--- src/design/deadline_timer_queue_with_leases_macros.svh ---
// ----------------------------------------------------------------------------
// Assertion macros for the deadline timer queue.
// Each macro expands to a labeled concurrent assertion, or to nothing.
// ----------------------------------------------------------------------------
`ifndef DEADLINE_TIMER_QUEUE_WITH_LEASES_MACROS_SVH
`define DEADLINE_TIMER_QUEUE_WITH_LEASES_MACROS_SVH
`ifndef NO_ASSERTIONS
// Implication checked at every clock edge, off during reset.
`define DTQ_ASSERT_IMP(label, clk, rst, a, c) \
  label: assert property (@(posedge clk) disable iff (rst) (a) |-> (c)) \
    else $error("assertion failed");
// Implication whose consequent is checked at the next clock edge.
`define DTQ_ASSERT_NEXT(label, clk, rst, a, c) \
  label: assert property (@(posedge clk) disable iff (rst) (a) |=> (c)) \
    else $error("assertion failed");
`else
`define DTQ_ASSERT_IMP(label, clk, rst, a, c)
`define DTQ_ASSERT_NEXT(label, clk, rst, a, c)
`endif
`endif

--- src/design/dtq_pkg.sv ---
// ----------------------------------------------------------------------------
// dtq_pkg
// Shared types and constants for the deadline timer queue.
// ----------------------------------------------------------------------------
package dtq_pkg;

  localparam int QUEUE_DEPTH = 16;
  localparam int TAG_BITS    = 16;
  localparam int TIME_BITS   = 48;
  localparam int IDX_BITS    = $clog2(QUEUE_DEPTH);
  localparam int CNT_BITS    = $clog2(QUEUE_DEPTH + 1);
  localparam int SLOT_BITS   = 5;
  localparam int CAP_BITS    = 5;
  localparam logic [TIME_BITS-1:0] TIME_MAX = {TIME_BITS{1'b1}};

  typedef enum logic [2:0] {
    CMD_SCHEDULE = 3'd0,
    CMD_RESERVE  = 3'd1,
    CMD_ARM      = 3'd2,
    CMD_CANCEL   = 3'd3,
    CMD_RELEASE  = 3'd4,
    CMD_TICK     = 3'd5,
    CMD_STOP     = 3'd6,
    CMD_UNUSED   = 3'd7
  } cmd_t;

  typedef enum logic [2:0] {
    ST_IDLE,
    ST_DROP,
    ST_FIND,
    ST_SHIFT,
    ST_FIRE,
    ST_ACK
  } state_t;

  typedef struct packed {
    logic [2:0]  cmd;
    logic [31:0] delay_ms;
    logic [15:0] task_tag;
    logic [4:0]  lease_slot;
  } in_word_t;

  typedef struct packed {
    logic        kind;
    logic        ok;
    logic [4:0]  lease_out;
    logic [15:0] tag_out;
    logic        last;
  } out_word_t;

  typedef struct packed {
    logic [TIME_BITS-1:0] deadline;
    logic [TAG_BITS-1:0]  tag;
    logic [SLOT_BITS-1:0] owner;
  } entry_t;

endpackage

--- src/design/deadline_timer_queue_with_leases.sv ---
// ----------------------------------------------------------------------------
// deadline_timer_queue_with_leases
// Bounded timer queue sorted by deadline, with lease slots.
// ----------------------------------------------------------------------------
// A command word is taken when start is high and busy is low. Results appear
// one per cycle on result, marked by result_valid; they cannot be stalled.
// One sequencer walks the entry array one entry a cycle and stays busy until
// a word is done, so it takes no new word before then: dropping a lease task
// walks all entries, a sorted insert walks to the insert point and then
// shifts the tail, and a tick fires one entry a cycle.
module deadline_timer_queue_with_leases (
  input  logic               clk,
  input  logic               rst,
  input  logic               start,
  input  dtq_pkg::in_word_t  cmd_in,
  output logic               busy,
  input  logic               cfg_we,
  input  logic [4:0]         cfg_data,
  output logic               result_valid,
  output dtq_pkg::out_word_t result
);

  // Registers.
  dtq_pkg::state_t state, state_next;
  dtq_pkg::entry_t ent [dtq_pkg::QUEUE_DEPTH];
  logic [dtq_pkg::CNT_BITS-1:0] count, count_next;
  logic [dtq_pkg::CNT_BITS-1:0] unres, unres_next;
  logic [dtq_pkg::QUEUE_DEPTH-1:0] lease_use, lease_use_next;
  logic [dtq_pkg::TIME_BITS-1:0] now, now_next;
  logic stopping, stopping_next;
  logic [4:0] cap;
  dtq_pkg::in_word_t req;
  logic [dtq_pkg::TIME_BITS-1:0] dl, dl_next;
  logic [dtq_pkg::CNT_BITS-1:0] rd, rd_next, wr, wr_next;
  logic ok, ok_next;
  logic [4:0] grant, grant_next;
  logic fired, fired_next;

  // Entry write port driven by the sequencer.
  logic ent_we;
  logic [dtq_pkg::IDX_BITS-1:0] ent_wa;
  dtq_pkg::entry_t ent_wd;

  // Combinational helpers.
  logic [dtq_pkg::CNT_BITS:0] used;
  logic [dtq_pkg::CNT_BITS-1:0] held;
  logic [dtq_pkg::CNT_BITS-1:0] cap_eff;
  logic room, slot_ok;
  logic [dtq_pkg::TIME_BITS:0] sum;
  logic [dtq_pkg::TIME_BITS-1:0] dl_new;
  logic [4:0] free_slot;
  logic free_any;
  dtq_pkg::entry_t cur;
  logic [dtq_pkg::IDX_BITS-1:0] rd_idx;

  assign rd_idx = rd[dtq_pkg::IDX_BITS-1:0];
  assign cur = ent[rd_idx];
  assign busy = (state != dtq_pkg::ST_IDLE);

  always_comb begin
    held = '0;
    free_slot = '0;
    free_any = 1'b0;
    for (int i = dtq_pkg::QUEUE_DEPTH - 1; i >= 0; i--) begin
      held = held + dtq_pkg::CNT_BITS'(lease_use[i]);
      if (!lease_use[i]) begin
        free_slot = 5'(i + 1);
        free_any = 1'b1;
      end
    end
  end

  assign cap_eff = (cap > 5'(dtq_pkg::QUEUE_DEPTH)) ? dtq_pkg::CNT_BITS'(dtq_pkg::QUEUE_DEPTH)
                                                     : dtq_pkg::CNT_BITS'(cap);
  assign used = {1'b0, unres} + {1'b0, held};
  assign room = used < {1'b0, cap_eff};
  assign slot_ok = (cmd_in.lease_slot >= 5'd1) &&
                   (cmd_in.lease_slot <= 5'(dtq_pkg::QUEUE_DEPTH)) &&
                   lease_use[4'(cmd_in.lease_slot - 5'd1)];
  assign sum = {1'b0, now} + {17'b0, cmd_in.delay_ms};
  assign dl_new = sum[dtq_pkg::TIME_BITS] ? dtq_pkg::TIME_MAX : sum[dtq_pkg::TIME_BITS-1:0];

  // State register and controls.
  always_ff @(posedge clk) begin
    if (rst) begin
      state <= dtq_pkg::ST_IDLE;
      count <= '0;
      unres <= '0;
      lease_use <= '0;
      now <= '0;
      stopping <= 1'b0;
      cap <= 5'd16;
    end else begin
      state <= state_next;
      count <= count_next;
      unres <= unres_next;
      lease_use <= lease_use_next;
      now <= now_next;
      stopping <= stopping_next;
      if (cfg_we) cap <= cfg_data;
    end
  end

  // Working registers and entry array.
  always_ff @(posedge clk) begin
    if (start && !busy) req <= cmd_in;
    dl <= dl_next;
    rd <= rd_next;
    wr <= wr_next;
    ok <= ok_next;
    grant <= grant_next;
    fired <= fired_next;
    if (ent_we) ent[ent_wa] <= ent_wd;
  end

  // Sequencer.
  always_comb begin
    state_next = state;
    count_next = count;
    unres_next = unres;
    lease_use_next = lease_use;
    now_next = now;
    stopping_next = stopping;
    dl_next = dl;
    rd_next = rd;
    wr_next = wr;
    ok_next = ok;
    grant_next = grant;
    fired_next = fired;
    ent_we = 1'b0;
    ent_wa = rd_idx;
    ent_wd = cur;
    result_valid = 1'b0;
    result = '0;
    case (state)
      dtq_pkg::ST_IDLE: begin
        if (start) begin
          ok_next = 1'b0;
          grant_next = '0;
          fired_next = 1'b0;
          rd_next = '0;
          wr_next = '0;
          dl_next = dl_new;
          state_next = dtq_pkg::ST_ACK;
          case (cmd_in.cmd)
            dtq_pkg::CMD_SCHEDULE: begin
              if (!stopping && room && count < dtq_pkg::CNT_BITS'(dtq_pkg::QUEUE_DEPTH))
                state_next = dtq_pkg::ST_FIND;
            end
            dtq_pkg::CMD_RESERVE: begin
              if (!stopping && room && free_any) begin
                lease_use_next[4'(free_slot - 5'd1)] = 1'b1;
                grant_next = free_slot;
                ok_next = 1'b1;
              end
            end
            dtq_pkg::CMD_ARM, dtq_pkg::CMD_CANCEL, dtq_pkg::CMD_RELEASE: begin
              if (!stopping && slot_ok) state_next = dtq_pkg::ST_DROP;
            end
            dtq_pkg::CMD_TICK: begin
              if (!stopping) begin
                ok_next = 1'b1;
                if (now != dtq_pkg::TIME_MAX) now_next = now + 1'b1;
                state_next = dtq_pkg::ST_FIRE;
              end
            end
            dtq_pkg::CMD_STOP: begin
              stopping_next = 1'b1;
              count_next = '0;
              unres_next = '0;
              ok_next = 1'b1;
            end
            default: ;
          endcase
        end
      end
      // Compact out the entries owned by the lease, one per cycle.
      dtq_pkg::ST_DROP: begin
        if (rd == count) begin
          count_next = wr;
          rd_next = '0;
          if (req.cmd == dtq_pkg::CMD_ARM) begin
            state_next = dtq_pkg::ST_FIND;
          end else begin
            if (req.cmd == dtq_pkg::CMD_RELEASE)
              lease_use_next[4'(req.lease_slot - 5'd1)] = 1'b0;
            ok_next = 1'b1;
            state_next = dtq_pkg::ST_ACK;
          end
        end else begin
          if (cur.owner != req.lease_slot) begin
            ent_we = 1'b1;
            ent_wa = wr[dtq_pkg::IDX_BITS-1:0];
            wr_next = wr + 1'b1;
          end
          rd_next = rd + 1'b1;
        end
      end
      // Walk to the insert point.
      dtq_pkg::ST_FIND: begin
        if (rd != count && cur.deadline <= dl) begin
          rd_next = rd + 1'b1;
        end else begin
          wr_next = count;
          state_next = dtq_pkg::ST_SHIFT;
        end
      end
      // Shift the tail up one place, then write the new entry.
      dtq_pkg::ST_SHIFT: begin
        ent_we = 1'b1;
        if (wr == rd) begin
          ent_wa = rd_idx;
          ent_wd.deadline = dl;
          ent_wd.tag = req.task_tag;
          ent_wd.owner = (req.cmd == dtq_pkg::CMD_ARM) ? req.lease_slot : 5'd0;
          count_next = count + 1'b1;
          if (req.cmd != dtq_pkg::CMD_ARM) unres_next = unres + 1'b1;
          ok_next = 1'b1;
          state_next = dtq_pkg::ST_ACK;
        end else begin
          ent_wa = wr[dtq_pkg::IDX_BITS-1:0];
          ent_wd = ent[4'(wr - 1'b1)];
          wr_next = wr - 1'b1;
        end
      end
      // Fire due entries from the head, then compact the rest down.
      dtq_pkg::ST_FIRE: begin
        if (rd != count && !fired && cur.deadline <= now) begin
          result_valid = 1'b1;
          result.kind = 1'b1;
          result.ok = 1'b1;
          result.lease_out = cur.owner;
          result.tag_out = cur.tag;
          rd_next = rd + 1'b1;
          if (cur.owner == 5'd0 && unres != '0) unres_next = unres - 1'b1;
          result.last = !((rd + 1'b1) != count && ent[4'(rd + 1'b1)].deadline <= now);
          if (result.last) fired_next = 1'b1;
        end else if (rd != count) begin
          ent_we = 1'b1;
          ent_wa = wr[dtq_pkg::IDX_BITS-1:0];
          wr_next = wr + 1'b1;
          rd_next = rd + 1'b1;
          fired_next = 1'b1;
        end else begin
          count_next = wr;
          if (rd != wr) state_next = dtq_pkg::ST_IDLE;
          else state_next = dtq_pkg::ST_ACK;
        end
      end
      dtq_pkg::ST_ACK: begin
        result_valid = 1'b1;
        result.ok = ok;
        result.lease_out = grant;
        result.last = 1'b1;
        state_next = dtq_pkg::ST_IDLE;
      end
      default: state_next = dtq_pkg::ST_IDLE;
    endcase
  end

`include "deadline_timer_queue_with_leases_macros.svh"
  // The queue never grows beyond its depth.
  `DTQ_ASSERT_IMP(a_count_bound, clk, rst, 1'b1, count <= dtq_pkg::CNT_BITS'(dtq_pkg::QUEUE_DEPTH))
  // Every result closes or continues a command in progress.
  `DTQ_ASSERT_IMP(a_result_busy, clk, rst, result_valid, busy)
  // Taking a command makes the block busy.
  `DTQ_ASSERT_NEXT(a_take_busy, clk, rst, start && !busy, busy)
  // Once stopped, the block stays stopped.
  `DTQ_ASSERT_NEXT(a_stop_holds, clk, rst, stopping, stopping)

endmodule

--- config.mk ---
export PLATFORM = sky130hd
export DESIGN_NAME = deadline_timer_queue_with_leases
export DESIGN_NICKNAME = d
export VERILOG_FILES = /design/src/design/dtq_pkg.sv /design/src/design/deadline_timer_queue_with_leases.sv
export VERILOG_INCLUDE_DIRS = /design/src /design/src/design
export SDC_FILE = /design/constraint.sdc
export NUM_CORES = 2
export LEC_CHECK = 0
export BUFFER_PORTS_ARGS = -buffer_cell sky130_fd_sc_hd__buf_2
export CAP_MARGIN = 20
export CORE_MARGIN = 4
export CORE_UTILIZATION = 50
export DETAILED_ROUTE_END_ITERATION = 10
export GPL_TIMING_DRIVEN = 1
export PLACE_DENSITY = 0.66
export SYNTH_ARGS = -nofsm -noshare
export SYNTH_HDL_FRONTEND = slang
export SYNTH_SLANG_ARGS = --single-unit
--- constraint.sdc ---
create_clock -name clk -period 16.4 [get_ports clk]
set_clock_uncertainty 0.1 [all_clocks]
set_input_delay 0.82 -clock clk [delete_from_list [all_inputs] [get_ports clk]]
set_output_delay 0.82 -clock clk [all_outputs]
set_load 0.01 [all_outputs]
# [Word-level counts from Yosys, hierarchy flattened]
# Memories as Yosys holds them, arrays and structs flattened. A register that Yosys moved wholly into a read port is not among the register bits.
# Index checks and enable logic that the tools add are counted.
[word_totals] output_inout_bits=26 ram_bits=1104 input_bits=65 register_bits=172 elab_cells=267 memories=1
[classes] eq_ne=42 n_lt_le_gt_ge=13 muxes=121 add_sub_neg=27 n_reduce_logical=43 bitwise=4
[mem_list] memory="ent" words=16 word_bits=69 rd=3 rd_clocked_by_memory_dff=1 wr=1 line_no="deadline_timer_queue_with_leases.sv:25" text="dtq_pkg::entry_t ent [dtq_pkg::QUEUE_DEPTH];"
[op_table] op="$mux 5" count=39
[op_table] op="$le 48x48->1" count=3
[op_table] op="$mux 69" count=2
[op_table] op="$mux 16" count=7
[op_table] op="$add 5x1->5" count=11
[op_table] op="$add 48x32->49" count=1
[op_table] op="$add 48x1->48 const B" count=1
[op_table] op="$ne 48x48->1 const B" count=1
[op_table] op="$pmux 5 s4" count=2
[op_table] op="$mux 1" count=38
[op_table] op="$ne 2x2->1 const B" count=17
[op_table] op="$pmux 16 s2" count=1
[op_table] op="$mux 3" count=10
[op_table] op="$pmux 5 s5" count=1
[op_table] op="$mux 24" count=1
[op_table] op="$mux 4" count=6
[op_table] op="$reduce_and 7->1" count=3
[op_table] op="$add 5x1->5 const B" count=4
[op_table] op="$ne 5x5->1" count=4
[op_table] op="$eq 3x3->1 const B" count=6
[op_table] op="$and 16x16->16" count=1
[op_table] op="$not 16->16" count=1
[op_table] op="$or 16x16->16" count=1
[op_table] op="$eq 3x2->1 const B" count=5
[op_table] op="44 further kinds" count=84

# [Depth between registers and ports, before layout]
[logic_depth] ltp_word=26 mapped_depth=21 mapped_depth_nobuf=21

# [Worst setup path before layout]
# No wires, ideal clock.
[synth_timing] kind="register -> register" start="reg with a tool-made name" end="mem ent[0][0] (netlist name) (enable)" setup_ns=0.581 path_buffers=6 path_slack_ns=6.147 required_time_ns=15.719 synth_period_minus_slack_ns=10.253 arrival_time_ns=9.572 path_stages_with_launch=19 path_cell_list="dfxtp_1 buf_2 buf_2 buf_2 buf_2 clkbuf_1 clkbuf_1 mux4_2 mux4_2 ha_1 nand3_1 or4_1 and4b_1 o41ai_1 o211ai_1 o21ai_4 o22ai_4 mux2_4 nor3_1"
[synth_lines] item="end, declared" line_no="deadline_timer_queue_with_leases.sv:25"

==> flow_summary_export.csv <==
group,metric,value,unit
clock_network,cts_sinks,1280,
yosys,synth_cells,4306,
floorplanning,die_height,386,um
worst_setup_path,arrival,9310,ps
yosys,ys_types,84,
worst_setup_path,slowest_stage,"buf_4",
clock_network,tritoncts,"yes",
worst_setup_path,worst-setup-path-type,"register to register",
flow_run,maxCapViolCount,0,
worst_hold_path,min_from,"cmd_in[7]",
detailed_routing,first_iter_violations,5492,
yosys,syn_nets,4583,
power,ir_drop,0.000233,V
detailed_routing,wl_per_cell,31.6,um
worst_setup_path,cp_common_cell,"buf_4",
layout,drive_above_1_share,32.2,%
global_routing,grt_first_pass_wirelength,301000,um
clock_network,cts_setup_buffers,0,
worst_setup_path,crit_required,16680,ps
clock_network,clock_path_buffers,3,
layout,finalNetCount,4691,
detailed_routing,drtAntennaViolNets,0,
worst_setup_path,start_kind,"register",
worst_setup_path,worst-path-max-fanout,121,
worst_setup_path,endpoint_kind,"register",
status,status,"finished clean",
floorplanning,fp.coreArea,0.142,sq mm
clock_network,cts_resized,0,
place,place_area,0.0746,sq mm
yosys,synth_seq_area_share,52.6,%
place,portBuffers,90,
timing,hold_viol,0,
floorplanning,fp-row-count,138,
yosys,post_synth_instance_area,0.0715,sq mm
clock_network,htreeDepth,4,
yosys,ys_seq_elements,1280,
timing,rsz0062_at_grt,"no",
worst_setup_path,max_stage_delay,850,ps
layout,layout_commonest_cell,"edfxtp_1",
worst_hold_path,hp-class,"primary input to register",
place,gp_congestion,0.930,
detailed_routing,dr.pass1.iters,5,
detailed_routing,vias_per_cell,6.95,
place,dp_hpwl,123000,um
floorplanning,start_util,50.4,%
worst_setup_path,reg2reg_depth,18,
yosys,async_flop_share,0,%
power,power_density,224,mW/mm^2
timing,worst_slew_pin_slew,1120,ps
yosys,yosys_warnings,0,
global_routing,first_global_vias,44400,
worst_hold_path,whs_path_depth,1,
floorplanning,ios,91,
yosys,synth_edf_count,1193,
floorplanning,die_area,0.149,sq mm
detailed_routing,remaining_drc_errors,0,
timing,period_share,55.0,%
timing,fin_crit,9020,ps
timing,drv_slew,0,
power,p_leak,0.0261,uW
clock_network,cts-root-buf,"clkbuf_16",
global_routing,grt_start_max_net_pins,122,
clock_network,insertion_delay,790,ps
yosys,avgSynthCellArea,16.6,sq um
layout,area_delta_synth_final,11.2,%
clock_network,cts_hold_buf,0,
yosys,synth_ff_type,"edfxtp_1",
timing,setup-tns-final,0,ps
worst_setup_path,crit_chain,"buf_12, buf_4, mux4_2, mux4_2, ha_1, nand3_1, or4_1, and4b_1, o41ai_1, buf_2, o211ai_1, o21ai_4, buf_4, o22ai_4, mux2_4, nor3_4, buf_4, buf_4",
timing,setup_viol,0,
global_routing,grt_usage,27.5,%
layout,n_fill_cell,10700,
layout,final_cell_mix,"edfxtp_1 (1193), mux4_2 (918), nand2_1 (205), ha_1 (196), nor2_1 (192)",
clock_network,clkSlewWorstSetupHoldPaths,60,ps
detailed_routing,routed_wl,203000,um
layout,final_cell_area,0.0795,sq mm
detailed_routing,dr_total_vias,44700,
floorplanning,die_x,386,um
timing,max_slew_margin,25.6,%
global_routing,grt-ovfl-total,0,
global_routing,antenna_found_initial,6,
timing,max_freq,111,MHz
clock_network,cts_buffers,144,
power,finalPower,17800,uW
-- state kept, by name, indices dropped and copies added (netlist names), 16 cells and up, named ones only --
signal and flops:
ent 1104, req 24, now 48, dl 48, lease_use 16
-- critical path: cells and delay by family (launching register included) --
| kind | cells | cell delay, ps |
|---|---|---|
| buf+inv | 6 | 3360 |
| mux | 3 | 1570 |
| simple gates | 4 | 1480 |
| flops | 1 | 770 |
| compound gates | 4 | 770 |
| fa+ha+maj | 1 | 320 |
-- path summary, 6_finish.rpt --
path                     endpoint  slack, ps
max          ent[7][45]$_DFFE_PP_       7380
min              req[7]$_DFFE_PP_        100
max reg2reg  ent[7][45]$_DFFE_PP_       7380
min reg2reg   cap[3]$_SDFFE_PP0P_        410
-- synth_stat cells, drive strengths merged (34+ instances only) --
| library cell | number | area, sq um |
|---|---|---|
| o21ai | 157 | 797 |
| ha | 198 | 2480 |
| nand4 | 59 | 375 |
| xnor2 | 73 | 639 |
| buf | 101 | 442 |
| dfxtp | 87 | 1740 |
| and3 | 34 | 213 |
| edfxtp | 1193 | 35800 |
| nor2 | 193 | 727 |
| nand2 | 206 | 773 |
| nor3 | 63 | 320 |
| a21oi | 184 | 921 |
| mux2i | 50 | 512 |
| inv | 157 | 589 |
| clkbuf | 188 | 707 |
| mux4 | 927 | 20900 |
| a21o | 71 | 533 |
| nand3 | 53 | 265 |
-- where the power goes --
part           switching [uW]  total, uW  leakage [uW]  internal [uW]
clock network            1380       3260       0.00235           1880
registers                 366       5360        0.0115           4990
logic                    4980       9200        0.0123           4230
-- kinds of logic after synthesis --
family	count (synthesis)	synth area share, %
flip-flops	1280	52.6
multiplexers	988	30.2
AND/OR/NAND/NOR	725	4.88
AO/OA/AOI/OAI	550	4.84
buffers and inverters	448	2.44
adder cells (fa/ha/maj)	213	3.87
XOR/XNOR	102	1.25
-- through the flow --
stage | std cells | worst slack, ps | util (%) | hold slack (ps)
2_1_floorplan | 4306 | 6150 | - | 361
3_3_place_gp | 6151 | 7420 | 52.6 | 386
3_5_place_dp | 6152 | 7370 | 52.6 | 394
4_1_cts | 6417 | 7330 | 56.0 | 44.5
5_1_grt | 6423 | 7000 | 56.1 | 62.4
6_report | 6425 | 7380 | 56.1 | 102
-- final cells by class --
cell class	count	area (sq um)	share of cell area (%)
inverter	159	599	0.754
clock buffer	182	3890	4.89
tap	1890	2360	2.97
clock inverter	83	943	1.19
multi-input combinational	2578	32400	40.7
sequential	1280	37600	47.3
antenna	2	5.00	0.00630
timing repair buffer	251	1760	2.21
-- routing by layer --
layer  part of all wire, %  track usage (%)  vias up
met4                   4.1             10.6        2
met3                   9.6             5.69      455
li1                      -                -    18300
met2                    48             43.4     2654
met5                0.0064                0        -
met1                    39             38.1    23300
(Power assumes the default switching activity.)
